--- src/rtl/qdd_pkg.sv ---
// Shared types, codes and the step table of the dual quadrature decoder.
package qdd_pkg;

    // Request kinds
    typedef enum logic [1:0] {
        KIND_EDGE   = 2'd0,
        KIND_SAMPLE = 2'd1,
        KIND_CLEAR  = 2'd2,
        KIND_NONE   = 2'd3
    } kind_t;

    // Configuration register indexes
    localparam logic REG_LEFT_INVERT  = 1'b0;
    localparam logic REG_RIGHT_INVERT = 1'b1;

    // Outcome of one AB transition
    typedef enum logic [1:0] {
        STEP_HOLD = 2'd0,
        STEP_UP   = 2'd1,
        STEP_DOWN = 2'd2,
        STEP_JUMP = 2'd3
    } step_t;

    // Indexed by {old A, old B, new A, new B}
    localparam step_t STEP_TABLE [16] = '{
        STEP_HOLD, STEP_DOWN, STEP_UP,   STEP_JUMP,
        STEP_UP,   STEP_HOLD, STEP_JUMP, STEP_DOWN,
        STEP_DOWN, STEP_JUMP, STEP_HOLD, STEP_UP,
        STEP_JUMP, STEP_UP,   STEP_DOWN, STEP_HOLD
    };

    typedef struct packed {
        kind_t       kind;
        logic        channel;
        logic [1:0]  edge_levels;
        logic [1:0]  left_levels_now;
        logic [1:0]  right_levels_now;
    } in_item_t;

    typedef struct packed {
        logic signed [15:0] left_delta;
        logic signed [15:0] right_delta;
        logic signed [31:0] left_total;
        logic signed [31:0] right_total;
        logic        [31:0] left_bad_steps;
        logic        [31:0] right_bad_steps;
    } out_item_t;

    // Per-channel command decoded from one request
    typedef struct packed {
        logic       edge_hit;
        logic       sample;
        logic       clear;
        logic [1:0] levels;
        logic       invert;
    } chan_ctrl_t;

    // Per-channel values reported with each result
    typedef struct packed {
        logic signed [15:0] delta;
        logic signed [31:0] total;
        logic        [31:0] bad;
    } chan_view_t;

endpackage

--- src/rtl/qdd_chan.sv ---
// One decoder channel: stored levels, pending count, delta, total and bad-step counter.
module qdd_chan (
    input  logic                clk,
    input  logic                rst_n,
    input  logic                advance,
    input  qdd_pkg::chan_ctrl_t ctrl,
    output qdd_pkg::chan_view_t view_next
);

    logic        [1:0]  levels_reg,  levels_next;
    logic        [31:0] pending_reg, pending_next;
    logic        [31:0] bad_reg,     bad_next;
    logic signed [15:0] delta_reg,   delta_next;
    logic signed [31:0] total_reg,   total_next;
    qdd_pkg::step_t     step;

    // Look up the transition from stored to new levels
    assign step = qdd_pkg::STEP_TABLE[{levels_reg, ctrl.levels}];

    // Compute the state after this request
    always_comb
    begin
        levels_next  = levels_reg;
        pending_next = pending_reg;
        bad_next     = bad_reg;
        delta_next   = delta_reg;
        total_next   = total_reg;
        if (ctrl.edge_hit)
        begin
            levels_next = ctrl.levels;
            case (step)
                qdd_pkg::STEP_UP:   pending_next = pending_reg + 32'd1;
                qdd_pkg::STEP_DOWN: pending_next = pending_reg - 32'd1;
                qdd_pkg::STEP_JUMP: bad_next     = bad_reg + 32'd1;
                default:            pending_next = pending_reg;
            endcase
        end
        else if (ctrl.sample)
        begin
            pending_next = '0;
            if (ctrl.invert)
            begin
                delta_next = 16'sd0 - $signed(pending_reg[15:0]);
                total_next = total_reg - $signed(pending_reg);
            end
            else
            begin
                delta_next = $signed(pending_reg[15:0]);
                total_next = total_reg + $signed(pending_reg);
            end
        end
        else if (ctrl.clear)
        begin
            levels_next  = ctrl.levels;
            pending_next = '0;
            bad_next     = '0;
            delta_next   = '0;
            total_next   = '0;
        end
    end

    // Commit on advance
    always_ff @(posedge clk or negedge rst_n)
    begin
        if (!rst_n)
        begin
            levels_reg  <= '0;
            pending_reg <= '0;
            bad_reg     <= '0;
            delta_reg   <= '0;
            total_reg   <= '0;
        end
        else if (advance)
        begin
            levels_reg  <= levels_next;
            pending_reg <= pending_next;
            bad_reg     <= bad_next;
            delta_reg   <= delta_next;
            total_reg   <= total_next;
        end
    end

    assign view_next.delta = delta_next;
    assign view_next.total = total_next;
    assign view_next.bad   = bad_next;

endmodule

--- src/rtl/dual_quadrature_decoder.sv ---
// Top level of the dual quadrature decoder: request register, channel units, result register.
//
//  channel | direction | handshake           | payload
//  --------+-----------+---------------------+---------------------------
//  in      | input     | in_valid / in_stall  | in_item  (qdd_pkg::in_item_t)
//  out     | output    | out_valid / out_stall| out_item (qdd_pkg::out_item_t)
//  cfg     | input     | cfg_write            | cfg_index, cfg_data
//
// One request per cycle sustained while out is not stalled; each accepted request is held in
// the request register, and the channel update (table lookup and one 32-bit add or subtract)
// then loads its outcome into the result register, which drives out_item.
// Reset clears all counters, stored levels and invert bits, and empties both registers.
// A stall on out holds the result; in stalls only while both registers are full.
module dual_quadrature_decoder (
    input  logic               clk,
    input  logic               rst_n,
    input  logic               in_valid,
    output logic               in_stall,
    input  qdd_pkg::in_item_t  in_item,
    output logic               out_valid,
    input  logic               out_stall,
    output qdd_pkg::out_item_t out_item,
    input  logic               cfg_write,
    input  logic               cfg_index,
    input  logic               cfg_data
);

    logic                s1_valid_reg,  s1_valid_next;
    qdd_pkg::in_item_t   s1_item_reg;
    logic                out_valid_reg, out_valid_next;
    qdd_pkg::out_item_t  out_item_reg;
    logic                left_invert_reg, right_invert_reg;
    logic                out_free, advance, in_take;
    qdd_pkg::chan_ctrl_t left_ctrl, right_ctrl;
    qdd_pkg::chan_view_t left_view, right_view;

    // Handshake
    assign out_free = !out_valid_reg || !out_stall;
    assign advance  = s1_valid_reg && out_free;
    assign in_stall = s1_valid_reg && !out_free;
    assign in_take  = in_valid && !in_stall;

    assign s1_valid_next  = in_take || (s1_valid_reg && !advance);
    assign out_valid_next = advance || (out_valid_reg && out_stall);

    // Configuration writes
    always_ff @(posedge clk or negedge rst_n)
    begin
        if (!rst_n)
        begin
            left_invert_reg  <= 1'b0;
            right_invert_reg <= 1'b0;
        end
        else if (cfg_write)
        begin
            if (cfg_index == qdd_pkg::REG_LEFT_INVERT)
                left_invert_reg <= cfg_data;
            if (cfg_index == qdd_pkg::REG_RIGHT_INVERT)
                right_invert_reg <= cfg_data;
        end
    end

    // Hold the request and result valid flags
    always_ff @(posedge clk or negedge rst_n)
    begin
        if (!rst_n)
        begin
            s1_valid_reg  <= 1'b0;
            out_valid_reg <= 1'b0;
        end
        else
        begin
            s1_valid_reg  <= s1_valid_next;
            out_valid_reg <= out_valid_next;
        end
    end

    // Capture payloads
    always_ff @(posedge clk)
    begin
        if (in_take)
            s1_item_reg <= in_item;
        if (advance)
        begin
            out_item_reg.left_delta      <= left_view.delta;
            out_item_reg.right_delta     <= right_view.delta;
            out_item_reg.left_total      <= left_view.total;
            out_item_reg.right_total     <= right_view.total;
            out_item_reg.left_bad_steps  <= left_view.bad;
            out_item_reg.right_bad_steps <= right_view.bad;
        end
    end

    // Decode the request into per-channel commands
    always_comb
    begin
        left_ctrl.edge_hit  = (s1_item_reg.kind == qdd_pkg::KIND_EDGE) && !s1_item_reg.channel;
        right_ctrl.edge_hit = (s1_item_reg.kind == qdd_pkg::KIND_EDGE) && s1_item_reg.channel;
        left_ctrl.sample    = (s1_item_reg.kind == qdd_pkg::KIND_SAMPLE);
        right_ctrl.sample   = left_ctrl.sample;
        left_ctrl.clear     = (s1_item_reg.kind == qdd_pkg::KIND_CLEAR);
        right_ctrl.clear    = left_ctrl.clear;
        left_ctrl.levels    = left_ctrl.clear ? s1_item_reg.left_levels_now
                                              : s1_item_reg.edge_levels;
        right_ctrl.levels   = right_ctrl.clear ? s1_item_reg.right_levels_now
                                               : s1_item_reg.edge_levels;
        left_ctrl.invert    = left_invert_reg;
        right_ctrl.invert   = right_invert_reg;
    end

    qdd_chan u_left (
        .clk       (clk),
        .rst_n     (rst_n),
        .advance   (advance),
        .ctrl      (left_ctrl),
        .view_next (left_view)
    );

    qdd_chan u_right (
        .clk       (clk),
        .rst_n     (rst_n),
        .advance   (advance),
        .ctrl      (right_ctrl),
        .view_next (right_view)
    );

    assign out_valid = out_valid_reg;
    assign out_item  = out_item_reg;

endmodule

--- config.mk ---
export PLATFORM = sky130hd
export DESIGN_NAME = dual_quadrature_decoder
export DESIGN_NICKNAME = d
export VERILOG_FILES = /design/src/rtl/qdd_pkg.sv /design/src/rtl/qdd_chan.sv /design/src/rtl/dual_quadrature_decoder.sv
export SDC_FILE = /design/constraint.sdc
export NUM_CORES = 1
export LEC_CHECK = 0
export ABC_AREA = 1
export BUFFER_PORTS_ARGS = -buffer_cell sky130_fd_sc_hd__buf_2
export CAP_MARGIN = 20
export CORE_UTILIZATION = 25
export DETAILED_ROUTE_END_ITERATION = 10
export PLACE_DENSITY_LB_ADDON = 0.15
export REMOVE_ABC_BUFFERS = 1
export SLEW_MARGIN = 20
export SYNTH_ARGS = -nofsm -noshare
export SYNTH_HDL_FRONTEND = slang
export SYNTH_HIERARCHICAL = 1
export SYNTH_SLANG_ARGS = --single-unit
--- constraint.sdc ---
create_clock -name clk -period 15.6 [get_ports clk]
set_input_delay 3.12 -clock clk [delete_from_list [all_inputs] [get_ports clk]]
set_output_delay 3.12 -clock clk [all_outputs]
set_load 0.01 [all_outputs]
==> flow_summary_export.csv, run 1 <==
group,metric,value,unit
run_status,status,"finished, final reports clean",
sta,slew_violations,0,
worst_setup_path,crit_arrival,3.54,ns
sta,final.period_utilization,42.7,%
synth,synth-main-ff-cell,"dfrtp_1",
routing,firstDrtPassIters,5,
synth,synth-seq-cells,401,
grt,grt_max_degree,179,
sta,maxSlewHeadroom,28.2,%
cts,clockBufferDepth,3,
sta,fin_crit,6.66,ns
synth,yosys_warnings,6,
cells_and_area,nets,4375,
floorplan,core_area,113000,um2
synth,synth_edf_count,169,
synth,synth.cell_area,28500,um2
pwr,p_leak,15.7,nW
cts,holdBufCountCts,0,
cells_and_area,drive_above_1_share,9.36,%
cells_and_area,area_growth,15.4,%
floorplan,rows,123,
synth,seq_area_frac_synth,38.2,%
floorplan,fp.dieH,339,um
cts,cts.clk_slew.worst_paths,0.06,ns
synth,synth_cell_type_count,51,
sta,setup_viol,0,
cts,tritoncts,"done",
cells_and_area,largest_register_ffs,160,
synth,syn_avg_cell_area,6.98,um2
grt,grt_pass1_vias,25200,
floorplan,start_util,25.3,%
placed_design,portBuffers,177,
cts,cts_setup_buffers,0,
worst_setup_path,rrSetupSlack,11.24,ns
pwr,ir_drop,81.5,uV
floorplan,io_pins,178,
sta,worst_pin_slew,1.07,ns
sta,fmax,150,MHz
placed_design,dp_hpwl,69300,um
cts,clockRootBuffer,"clkbuf_16",
floorplan,die_w,339,um
run,cap_violations,0,
grt,grt_pass1_wl,146000,um
worst_setup_path,worst_setup_path_end_kind,"output pin",
placed_design,place_congestion,0.850,
cells_and_area,layoutNonFillerInstCount,5774,
grt,antenna_found_initial,2,
grt,overflow,0,
routing,vias_per_cell,4.53,
cts,clock_sinks,401,
synth,syn_inst,4075,
routing,drtAntennaViolNets,0,
routing,wirelength,93300,um
routing,first_iter_violations,1662,
routing,drc,0,
pwr,finalPower,5.84,mW
cts,cts_resized,0,
sta,hold_viol,0,
routing,drt-wirelength-per-cell,16.2,um
cts,htree_levels,2,
sta,rsz0062_at_grt,"false",
worst_setup_path,start_kind,"input pin",
pwr,pwr_density_cell,178,nW/um2
worst_setup_path,critPathRequiredTime,12.48,ns
cells_and_area,diodes,0,
worst_setup_path,crit_fanout,3,
routing,dr_total_vias,26200,
worst_setup_path,crit_type,"in -> out",
grt,track_usage,15.9,%
cts,clock_latency,0.63,ns
synth,async_reset_ff_share,57.9,%
sta,skew,0.0243,ns
hold_path,min_path_type,"reg -> reg",
placed_design,dp.cells,5673,
cts,cts_made_buffers,53,
floorplan,die_area,115000,um2
## worst paths after layout
kind,startpoint,endpoint,depth (start not counted)
hold / removal,u_right/delta_reg[14]$_DFFE_PN0P_,u_right/delta_reg[14]$_DFFE_PN0P_,2
hold reg to reg,u_right/delta_reg[14]$_DFFE_PN0P_,u_right/delta_reg[14]$_DFFE_PN0P_,2
min in group asynchronous,rst_n,u_right/pending_reg[2]$_DFFE_PN0P_,1
setup / recovery,out_stall,in_stall,4
max in group asynchronous,rst_n,u_left/bad_reg[5]$_DFFE_PN0P_,3
setup reg to reg,s1_item_reg[7]$_DFFE_PP_,u_left/pending_reg[22]$_DFFE_PN0P_,18
## metal layers
layer | vias up | GRT usage, % | wire length [um]
met5 | - | 0 | 13
met3 | 83 | 2.32 | 3860
met1 | 12100 | 22.7 | 46800
met2 | 426 | 25.3 | 41000
li1 | 13600 | - | -
met4 | 2 | 3.28 | 1590
## power breakdown
group | total (mW) | internal [mW] | switching (mW)
logic | 3.08 | 0.983 | 2.10
registers | 1.48 | 1.33 | 0.142
clock network | 1.28 | 0.758 | 0.527
## logic make-up after synthesis
group,share of synthesized area [%]
fa+ha+maj,5.82
xor+xnor,2.62
simple gates,33.7
flops,38.2
buf+inv,7.67
compound gates,11.9
## Yosys cell counts (23+ instances only)
cell type / number / area [um2]
edfxtp_1: 169 / 5070
xor2_1: 62 / 543
nor2_1: 338 / 1270
nor3_1: 63 / 315
nand2_1: 1520 / 5710
o21ai_0: 239 / 1200
ha_1: 126 / 1580
xnor2_1: 23 / 201
a21oi_1: 167 / 836
nand3b_1: 24 / 180
clkbuf_1: 68 / 255
dfrtp_1: 232 / 5810
inv_1: 432 / 1620
nand4_1: 41 / 257
nand3_1: 230 / 1150
o211ai_1: 33 / 248
o21ai_1: 39 / 195
## area by class of cell
| cell class | count | area [um2] |
|---|---|---|
| well taps | 1500 | 1880 |
| fillers | 12500 | 79800 |
| repair buffers | 202 | 1120 |
| multi-input cells | 3114 | 15400 |
| clock buffers | 65 | 1430 |
| inverters | 457 | 1720 |
| clock inverters | 35 | 383 |
| flip-flops and latches | 401 | 10900 |
## critical path, stage by stage
cell	delay, ns
buf_2	0.12
nand3_1	0.11
inv_1	0.07
buf_2	0.12
## stage by stage
step	area (um2)	util [%]	setup TNS [ns]	setup WS, ns	hold WS [ns]
final	32800	29.2	0	8.94	0.483
after global routing	32800	29.2	0	8.88	0.507
after CTS	32800	29.1	0	8.93	0.485
after detailed placement	31000	27.5	0	8.93	0.468
after global placement	31000	27.5	0	8.92	0.463
after floorplan	28000	-	-2156.67	-11.71	0.447
## cell usage in the layout (no fill, tap or decap), drive strengths merged, types with 62 or more instances in the layout
cell type and n:
a21oi 169, buf 202, clkbuf 65, dfrtp 232
edfxtp 169, ha 126, inv 455, nand2 1539
nand3 234, nor2 359, nor3 71, o21ai 300
xor2 62
(Power assumes the default switching activity.)
==> run 2: changes to the inputs <==
clock period = 5.96 ns   (was 15.6 ns; I/O delays follow)
==> flow_summary_export.csv, run 2 (synthesis results as in run 1) <==
group,metric,value,unit
worst_setup_path,start_kind,"flop",
cts,clockRootBuffer,"clkbuf_16",
cells_and_area,final_cell_mix,"nand2_1 (1,520), inv_1 (432), nor2_1 (336), o21ai_0 (239), dfrtp_1 (232)",
routing,dr_total_vias,26300,
placed_design,portBuffers,177,
hold_path,min_path_type,"reg -> reg",
cts,cts_made_buffers,52,
floorplan,fp.dieH,339,um
cts,clockBufferDepth,3,
routing,vias_per_cell,4.56,
cells_and_area,register_area,10900,um2
placed_design,dp_hpwl,69900,um
routing,drc,0,
worst_setup_path,crit_fanout,33,
cts,clock_latency,0.63,ns
placed_design,place_area,31000,um2
floorplan,die_area,115000,um2
grt,grt_pass1_wl,146000,um
sta,hold_slack,0.488,ns
floorplan,die_w,339,um
worst_setup_path,cpMaxStageDelayCell,"nor2_4",
grt,busiest_layer,"met2",
sta,worst_pin_slew,1.09,ns
cells_and_area,area_growth,15.6,%
worst_setup_path,path_cells,"inv_2 > nand2_4 > nand2_2 > nand2_1 > nor2_1 > o21ai_4 > nor2_4 > ha_1 > a21oi_1 > a21boi_0 > o21ai_2 > a21oi_1 > inv_1 > nand2_1 > nand3_1 > nand2_1",
run,cap_violations,0,
cells_and_area,final_common_cell,"nand2_1",
cts,cts_setup_buffers,0,
routing,drt-wirelength-per-cell,16.3,um
cts,cts.clk_slew.worst_paths,0.06,ns
cts,tritoncts,"done",
pwr,pwr_density_cell,469,nW/um2
pwr,finalPower,15.4,mW
sta,maxSlewHeadroom,27.4,%
cts,cts_resized,0,
pwr,p_leak,15.8,nW
grt,grt_pass1_vias,25200,
routing,firstDrtPassIters,5,
sta,slew_violations,0,
grt,use_met3,2.27,%
cells_and_area,n_fill_cell,12500,
cells_and_area,nets,4370,
cells_and_area,multi_input_comb_area,15400,um2
worst_setup_path,worst_setup_path_end_kind,"flop",
worst_setup_path,crit_arrival,4.62,ns
grt,grt_max_degree,198,
sta,hold_viol,0,
cells_and_area,design_area,32900,um2
routing,drtAntennaViolNets,0,
floorplan,io_pins,178,
routing,wirelength,93800,um
worst_setup_path,cpPeakStageDelay,0.82,ns
cells_and_area,drive_above_1_share,9.14,%
floorplan,core_area,113000,um2
grt,grtUsageMet1,22.9,%
run_status,status,"finished, final reports clean",
grt,track_usage,15.9,%
sta,skew,0.0243,ns
placed_design,place_congestion,0.845,
sta,setup_viol,0,
grt,met2_usage,24.9,%
cts,clock_sinks,401,
cells_and_area,largest_register_ffs,160,
grt,antenna_found_initial,4,
cts,htree_levels,2,
floorplan,start_util,25.3,%
worst_setup_path,critPathRequiredTime,6.52,ns
sta,final.period_utilization,68.0,%
sta,fmax,247,MHz
worst_setup_path,path_common_cell,"nand2_1",
cts,holdBufCountCts,0,
sta,rsz0062_at_grt,"false",
floorplan,rows,123,
grt,overflow,0,
sta,fin_crit,4.06,ns
routing,first_iter_violations,1850,
worst_setup_path,crit_type,"reg -> reg",
pwr,ir_drop,216,uV
[run 2: stage by stage]
step | util (%) | setup slack (ns) | TNS [ns] | cells
5_1_grt | 29.2 | 1.46 | 0 | 5767
3_5_place_dp | 27.5 | 1.92 | 0 | 5669
2_1_floorplan | - | -19.43 | -5148.92 | 3972
3_3_place_gp | 27.5 | 1.98 | 0 | 5669
6_report | 29.2 | 1.90 | 0 | 5768
4_1_cts | 29.2 | 1.91 | 0 | 5765
[run 2: final timing paths]
| check | startpoint | endpoint | slack (ns) | cells after the start |
|---|---|---|---|---|
| worst max-delay path | s1_item_reg[7]$_DFFE_PP_ | u_left/pending_reg[22]$_DFFE_PN0P_ | 1.90 | 16 |
| worst min-delay path | u_right/delta_reg[12]$_DFFE_PN0P_ | u_right/delta_reg[12]$_DFFE_PN0P_ | 0.49 | 2 |
| worst max register to register | s1_item_reg[7]$_DFFE_PP_ | u_left/pending_reg[22]$_DFFE_PN0P_ | 1.90 | 16 |
| worst min register to register | u_right/delta_reg[12]$_DFFE_PN0P_ | u_right/delta_reg[12]$_DFFE_PN0P_ | 0.49 | 2 |
| max in group asynchronous | rst_n | u_left/bad_reg[4]$_DFFE_PN0P_ | 4.34 | 2 |
| min in group asynchronous | rst_n | u_right/delta_reg[6]$_DFFE_PN0P_ | 0.56 | 1 |
[run 2: worst max-delay path, delay by kind of cell, from the launching register on]
family                   cells  cell delay, ns
adder cells (fa/ha/maj)      1            0.45
buffers and inverters        2            0.24
AND/OR/NAND/NOR              8            1.46
AO/OA/AOI/OAI                5            1.32
flip-flops                   1            0.47
[run 2: layer usage]
metal / vias up / wire length (um)
li1: 13600 / -
met1: 12200 / 46900
met2: 419 / 41000
met3: 86 / 3900
met4: 4 / 1990
met5: - / 27
[run 2: power breakdown]
part	total [mW]	internal (mW)	switching, mW	leakage [nW]
Clock	3.48	2.15	1.33	0.910
Sequential	3.88	3.49	0.388	4.80
Combinational	8.08	2.57	5.50	10.1
[run 2: final cells by class]
type                    count  share of cell area, %
multi-input cells        3114                   46.9
diodes                      2                 0.0152
inverters                 457                   5.24
repair buffers            198                   3.42
flip-flops and latches    401                   33.1
well taps                1500                   5.70
clock inverters            34                   1.40
clock buffers              62                   4.26
==> run 3: changes to the inputs <==
clock period = 3.4 ns   (was 5.96 ns; I/O delays follow)
==> flow_summary_export.csv, run 3 (synthesis results as in run 1) <==
group,metric,value,unit
run_status,status,"finished, final reports clean",
grt,grt_pass1_wl,150000,um
worst_setup_path,cpPeakStageDelay,0.38,ns
placed_design,dp_hpwl,74400,um
cts,holdBufCountCts,0,
grt,antenna_found_initial,2,
floorplan,fp.dieH,339,um
cts,tritoncts,"done",
cells_and_area,n_fill_cell,12200,
grt,grtUsageMet1,23.6,%
cts,cts.clk_slew.worst_paths,0.06,ns
sta,skew,0.0259,ns
floorplan,core_area,113000,um2
sta,slew_violations,0,
cells_and_area,layoutNonFillerInstCount,6025,
cells_and_area,largest_register_ffs,160,
worst_setup_path,crit_arrival,3.62,ns
routing,drc,0,
worst_setup_path,path_cells,"inv_2 > ha_4 > nand2_4 > nor2_4 > nand3_4 > nor2_4 > nand3_4 > nand3b_1 > o21ai_2 > xor2_1 > ha_2 > nand2_1 > nand2_2 > nand2_1 > nand3_2 > o21bai_1 > nor2_1 > nand3b_1 > nand3_2 > nand2_2",
routing,firstDrtPassIters,5,
worst_setup_path,crit_type,"reg -> reg",
cts,clockRootBuffer,"clkbuf_16",
placed_design,place_congestion,0.885,
routing,vias_per_cell,4.51,
worst_setup_path,worst_setup_path_end_kind,"flop",
cts,cts_made_buffers,49,
cts,clock_latency,0.61,ns
floorplan,io_pins,178,
routing,drt-wirelength-per-cell,15.9,um
placed_design,place_ws,-0.220,ns
routing,wirelength,96000,um
cts,clockBufferDepth,3,
worst_setup_path,cpMaxStageDelayCell,"dfrtp_1",
grt,grt_max_degree,97,
worst_setup_path,start_kind,"flop",
routing,drtAntennaViolNets,0,
placed_design,place_area,32800,um2
sta,rsz0062_at_grt,"true",
cts,htree_levels,2,
grt,overflow,0,
grt,track_usage,16.3,%
pwr,p_leak,17.1,nW
hold_path,min_path_type,"in -> async",
placed_design,portBuffers,177,
floorplan,die_area,115000,um2
sta,final.period_utilization,96.1,%
routing,first_iter_violations,1455,
sta,hold_viol,0,
floorplan,rows,123,
grt,grt_pass1_vias,26100,
sta,layout_setup_ws,0.133,ns
worst_setup_path,crit_fanout,4,
cells_and_area,design_area,36000,um2
cells_and_area,nets,4631,
placed_design,dp.cells,5899,
grt,use_met3,2.13,%
routing,dr_total_vias,27200,
cts,clock_sinks,401,
sta,setup_viol,0,
sta,finalSetupTns,0,ns
grt,met2_usage,25.9,%
grt,busiest_layer,"met2",
floorplan,die_w,339,um
cells_and_area,final_cell_mix,"nand2_1 (1,455), inv_1 (419), nor2_1 (283), buf_4 (271), dfrtp_1 (231)",
cells_and_area,area_growth,26.4,%
floorplan,start_util,25.3,%
sta,worst_pin_slew,0.933,ns
sta,maxSlewHeadroom,37.3,%
cells_and_area,drive_above_1_share,20.1,%
pwr,ir_drop,428,uV
sta,fmax,306,MHz
pwr,pwr_density_cell,864,nW/um2
worst_setup_path,critPathRequiredTime,3.75,ns
cells_and_area,final_common_cell,"nand2_1",
sta,fin_crit,3.27,ns
run,cap_violations,0,
-- run 3: cell count changes in the layout (fill, tap and decap cells not counted), sizes merged --
cell | before | now
buf | 198 | 462
bufinv | 11 | 7
clkinv | 22 | 20
inv | 455 | 453
clkbuf | 62 | 63
-- run 3: through the flow --
step	hold WS [ns]	power, mW	utilization (%)
floorplan	0.384	17.0	-
global placement	0.470	23.1	29.1
detailed placement	0.470	23.1	29.1
CTS	0.0703	29.0	30.7
global route	0.101	33.8	31.9
finish	0.0823	31.1	31.9
-- run 3: cell type report --
type	instances	area, um2	share of cell area (%)
tap	1500	1880	5.22
timing repair buffer	462	3190	8.87
antenna	2	5.00	0.0139
multi-input combinational	3114	16700	46.3
sequential	401	10900	30.2
inverter	457	1730	4.81
clock buffer	63	1320	3.67
clock inverter	26	323	0.897
-- run 3: worst paths after layout --
path | start | end | slack, ns | depth (start not counted)
worst max-delay path | u_right/pending_reg[1]$_DFFE_PN0P_ | out_item[89]$_DFFE_PP_ | 0.13 | 20
worst min-delay path | rst_n | u_right/delta_reg[6]$_DFFE_PN0P_ | 0.08 | 1
worst max register to register | u_right/pending_reg[1]$_DFFE_PN0P_ | out_item[89]$_DFFE_PP_ | 0.13 | 20
worst min register to register | u_right/delta_reg[12]$_DFFE_PN0P_ | u_right/delta_reg[12]$_DFFE_PN0P_ | 0.48 | 2
max in group asynchronous | rst_n | out_valid$_DFF_PN0_ | 2.44 | 2
min in group clk | in_item[0] | s1_item_reg[0]$_DFFE_PP_ | 0.27 | 1
-- run 3: power by group --
group	switching, mW	internal (mW)	total (mW)
clock network	2.21	3.27	5.47
registers	0.720	6.12	6.84
logic	11.4	7.40	18.8
total	14.3	16.8	31.1
-- run 3: what timing repair did --
item	in CTS	in global routing
endpoints found under the hold margin	0	0
pin swaps	3	87
buffers inserted	7	28
setup endpoints to repair	26	124
resized for setup	18	334
gates cloned	0	0
-- run 3: per-layer routing --
layer	wire [um]	share of wire [%]
met1	48600	51
met2	42600	44
met3	3180	3.3
met4	1630	1.7
met5	8	0.0083
-- run 3: critical path: cells and delay by family, from the launching register on --
family | cells | cell delay, ns
flip-flops | 1 | 0.38
buffers and inverters | 1 | 0.08
adder cells (fa/ha/maj) | 2 | 0.50
AO/OA/AOI/OAI | 2 | 0.32
AND/OR/NAND/NOR | 14 | 1.54
XOR/XNOR | 1 | 0.20
